===== src/hw/rtl/sws_pkg.sv =====
// Shared types and constants for the sliding-window k-smallest sum unit.
// No dependencies.
package sws_pkg;

  localparam int WINDOW_MAX  = 64;
  localparam int SAMPLE_BITS = 32;
  localparam int SAMPLE_W    = 32;
  localparam int CFG_W       = 7;
  localparam int SUM_W       = 38;
  localparam int AGE_W       = (WINDOW_MAX > 1) ? $clog2(WINDOW_MAX) : 1;
  localparam int IDX_W       = AGE_W;
  localparam int WIN_W       = $clog2(WINDOW_MAX + 1);
  localparam int TREE_LEVELS = (WINDOW_MAX > 1) ? $clog2(WINDOW_MAX) : 1;
  localparam int TREE_N      = 1 << TREE_LEVELS;
  localparam int CFG_IDX_W   = 1;

  typedef enum logic [CFG_IDX_W-1:0] {
    REG_WINDOW_LEN = 1'b0,
    REG_K_COUNT    = 1'b1
  } cfg_reg_t;

  typedef enum logic [1:0] {
    ST_IDLE,
    ST_WORK,
    ST_LAUNCH
  } state_t;

  typedef struct packed {
    logic                   valid;
    logic [AGE_W-1:0]       age;
    logic [SAMPLE_BITS-1:0] value;
  } cell_t;

  typedef struct packed {
    logic                   age_step;
    logic                   compact;
    logic                   insert;
    logic [WIN_W-1:0]       win;
    logic [SAMPLE_BITS-1:0] sample;
  } cell_ctl_t;

endpackage


===== src/hw/rtl/sws_cell.sv =====
// One cell of the sorted sample chain: value, age and valid bit.
// Ages and evicts, closes the first hole, inserts in order. Uses sws_pkg.
module sws_cell import sws_pkg::*; (
  input  logic      clk,
  input  logic      rst,
  input  cell_ctl_t ctl,
  input  cell_t     right_q,
  input  cell_t     left_c,
  input  logic      left_e,
  input  logic      hole_in,
  output cell_t     q,
  output cell_t     c,
  output logic      e,
  output logic      hole_out
);

  logic                   valid;
  logic [AGE_W-1:0]       age;
  logic [SAMPLE_BITS-1:0] value;
  cell_t                  cell_next;
  logic [WIN_W-1:0]       age_inc;

  assign q        = '{valid: valid, age: age, value: value};
  assign hole_out = hole_in | ~valid;
  assign c        = hole_out ? right_q : q;
  assign e        = ~c.valid | (c.value > ctl.sample);
  assign age_inc  = WIN_W'(age) + WIN_W'(1);

  always_comb begin
    cell_next = q;
    if (ctl.age_step) begin
      cell_next.age = age_inc[AGE_W-1:0];
      if (age_inc >= ctl.win) begin
        cell_next.valid = 1'b0;
      end
    end else if (ctl.compact) begin
      if (ctl.insert && e && !left_e) begin
        cell_next = '{valid: 1'b1, age: '0, value: ctl.sample};
      end else if (ctl.insert && e) begin
        cell_next = left_c;
      end else begin
        cell_next = c;
      end
    end
  end

  always_ff @(posedge clk) begin
    if (rst) begin
      valid <= 1'b0;
      age   <= '0;
    end else begin
      valid <= cell_next.valid;
      age   <= cell_next.age;
    end
  end

  always_ff @(posedge clk) begin
    value <= cell_next.value;
  end

endmodule


===== config.mk =====
export PLATFORM = sky130hd
export DESIGN_NAME = sws_cell
export DESIGN_NICKNAME = d
export VERILOG_FILES = /design/src/hw/rtl/sws_pkg.sv /design/src/hw/rtl/sws_cell.sv
export SDC_FILE = /design/constraint.sdc
export NUM_CORES = 1
export LEC_CHECK = 0
export BUFFER_PORTS_ARGS = -buffer_cell sky130_fd_sc_hd__buf_4
export CAP_MARGIN = 40
export CORE_MARGIN = 4
export CORE_UTILIZATION = 42
export CTS_CLUSTER_DIAMETER = 50
export DETAILED_ROUTE_END_ITERATION = 12
export GPL_ROUTABILITY_DRIVEN = 0
export HOLD_SLACK_MARGIN = 0.06
export PLACE_DENSITY = 0.78
export SKIP_LAST_GASP = 1
export SYNTH_ARGS = -nofsm -noshare
export SYNTH_HDL_FRONTEND = slang
export SYNTH_SLANG_ARGS = --single-unit

===== constraint.sdc =====
create_clock -name clk -period 3.4 [get_ports clk]
set_input_delay 0.17 -clock clk [delete_from_list [all_inputs] [get_ports clk]]
set_output_delay 0.17 -clock clk [all_outputs]
set_load 0.1 [all_outputs]

==> impl_metrics.json <==
{
  "skew_ps": 15.4,
  "rows": 34,
  "clockPowerShare_pct": 14.9,
  "port_buffers": 203,
  "hold_viol": 0,
  "synth_edf_count": 32,
  "setup_tns_ps": 0,
  "syn_nets": 554,
  "placed_cell_area_mm2": 0.00559,
  "p_switching_w": 0.00100,
  "worst_ep_arrival_time_ps": 3310,
  "ioPinCount": 204,
  "synth_top_area_cell": "edfxtp_1",
  "dp_hpwl_um": 9740,
  "cts_tree": "done",
  "cap_violations": 0,
  "grt_pass1_vias": 3701,
  "path_clk_slew_ps": 90,
  "nNetsFinal": 755,
  "grt_use_total_pct": 21.7,
  "drive_gt1_share_pct": 50.5,
  "gr-total-overflow": 0,
  "netlist_area_mm2": 0.00376,
  "cts_sinks": 39,
  "final_area_mm2": 0.00575,
  "ys_dominant_reg_cell": "edfxtp_1",
  "grt_max_degree": 66,
  "ys_types": 41,
  "viasPerCell": 5.18,
  "clkLatencyLatePin_ps": 300,
  "synth_common_cells": "51 x nand2_1, 42 x mux2_2, 41 x inv_1, 40 x ha_1, 36 x o21ai_0",
  "cp_max_fo": 20,
  "die_area_mm2": 0.0105,
  "initial_core_util_pct": 43.1,
  "vias": 3627,
  "hold_path_class": "input port to register",
  "vdd_drop_max_uv": 186,
  "crit_type": "register to register",
  "worst_pin_slew_ps": 561,
  "max_freq_mhz": 308,
  "syn-instance-count": 390,
  "yosysMostFrequentCell": "nand2_1",
  "antenna_found_initial": 0,
  "fin_ws_ps": 150,
  "p_per_area_mw_per_mm2": 372,
  "period_share_pct": 95.6,
  "drtIter0Drc": 160,
  "area_delta_synth_final_pct": 53.0,
  "synth.area.top_cells": "edfxtp_1 26%, ha_1 13%, mux2_2 13%",
  "fillerInstances": 716,
  "grt_pass1_wl_um": 17800,
  "synth_top_area_share_pct": 25.6,
  "yosys_warnings": 0,
  "status": "complete, no violations",
  "finalSetupViolCount": 0,
  "htreeDepth": 2,
  "die_h_um": 103,
  "die_w_um": 103,
  "cts-hold-fix-buffers": 0,
  "async_flop_share_pct": 0,
  "slew_violations": 0,
  "clockBufferDepth": 2,
  "drc_errors": 0,
  "relSlewSlack_pct": 62.6,
  "place_ws_ps": 134,
  "root_buffer": "clkbuf_8",
  "power.leakage_nw": 2.90,
  "routed_wl_um": 12200,
  "core_area_mm2": 0.00872,
  "p_comb_share_pct": 57.7,
  "antenna_cells": 0,
  "power.internal_w": 0.00114,
  "synth.avg_cell_area_um2": 9.64,
  "fin_util_pct": 65.9,
  "ys_seq_area_share_pct": 29.3,
  "cp.required_ps": 3460,
  "power_switching_share_pct": 46.9,
  "ys_ff_latch": 39,
  "hold_slack_ps": 144,
  "wl_per_cell_um": 17.4,
  "numCtsBuffers": 5,
  "first_pass_iters": 4,
  "post-route-min-period_ps": 3250,
  "end_kind": "register",
  "cp-start-kind": "register",
  "p_seq_share_pct": 27.4,
  "antenna_left": 0
}
==> layer usage <==
metal	track usage [%]	up-vias	part of all wire, %
met5	0	-	0
met4	6.05	0	1.6
met3	4.74	13	7.3
met2	40.9	135	53
met1	24.4	1663	38
li1	-	1816	-
==> power by group through the flow <==
stage	sequential [W]	combinational, W	clock (W)
global placement	0.000597	0.00120	0
floorplan	0.000802	0.000704	0
CTS	0.000588	0.00122	0.000322
global route	0.000591	0.00130	0.000341
finish	0.000587	0.00124	0.000318
detailed placement	0.000597	0.00122	0
==> final timing paths <==
kind / depth (start not counted) / endpoint / slack [ps] / start
setup / recovery: 11 / value[15] / 150 / valid
hold / removal: 2 / valid / 140 / rst
hold reg to reg: 2 / valid / 640 / valid
setup reg to reg: 11 / value[15] / 150 / valid
==> repair_timing <==
item | in CTS | in global routing
buffers inserted | 0 | 2
gates resized for setup | 0 | 3
endpoints found under the setup margin | 0 | 6
==> sequential cells by signal, summed over array words and instances, names as in the netlist <==
register	cells
value	32
age	6
valid	1
==> worst max-delay path, stage by stage (launching register included) <==
cell       delay, ps
dfxtp_1          390
nand2b_2         120
buf_12           190
mux2_4           340
ha_4             220
nor2b_1          130
o211ai_1         220
a2111oi_1        130
o41a_1           440
o21ai_4          280
clkbuf_16        240
mux2_4           300
==> through the flow <==
step | std cells | power [W]
after floorplan | 390 | 0.00151
after global placement | 688 | 0.00179
after detailed placement | 688 | 0.00182
after CTS | 696 | 0.00213
after global routing | 700 | 0.00223
final | 700 | 0.00214
==> cell families after synthesis <==
kind of cell,count (synthesis),share of synthesized area [%]
adders and majority gates,40,13.3
buffers and inverters,59,7.29
DFF,39,29.3
and+or+nand+nor,93,11.8
xor gates and xnor gates,4,0.932
muxes,71,23.8
AOI/OAI and AO/OA,84,13.6
==> final cells by class <==
type	instances	area [um^2]	share of cell area, %
Inverter	41	154	2.68
Multi-Input combinational cell	292	2600	45.3
Clock buffer	8	80.1	1.39
Sequential cell	39	1100	19.2
Tap cell	108	135	2.35
Timing Repair Buffer	212	1680	29.2
==> placed cells by master, fill, tap and decap left out, types with 5 or more instances in the layout <==
master / count
ha_4: 6
buf_4: 206
o221ai_1: 6
clkbuf_8: 5
mux2_2: 12
a21o_1: 6
mux2_4: 56
dfxtp_1: 7
a21oi_1: 22
nand2_1: 50
nand3_1: 5
nor2_1: 7
edfxtp_1: 32
o21ai_0: 36
ha_1: 34
nand3b_1: 6
inv_1: 41
nand4_1: 8
Power figures use the tool's default switching activity.
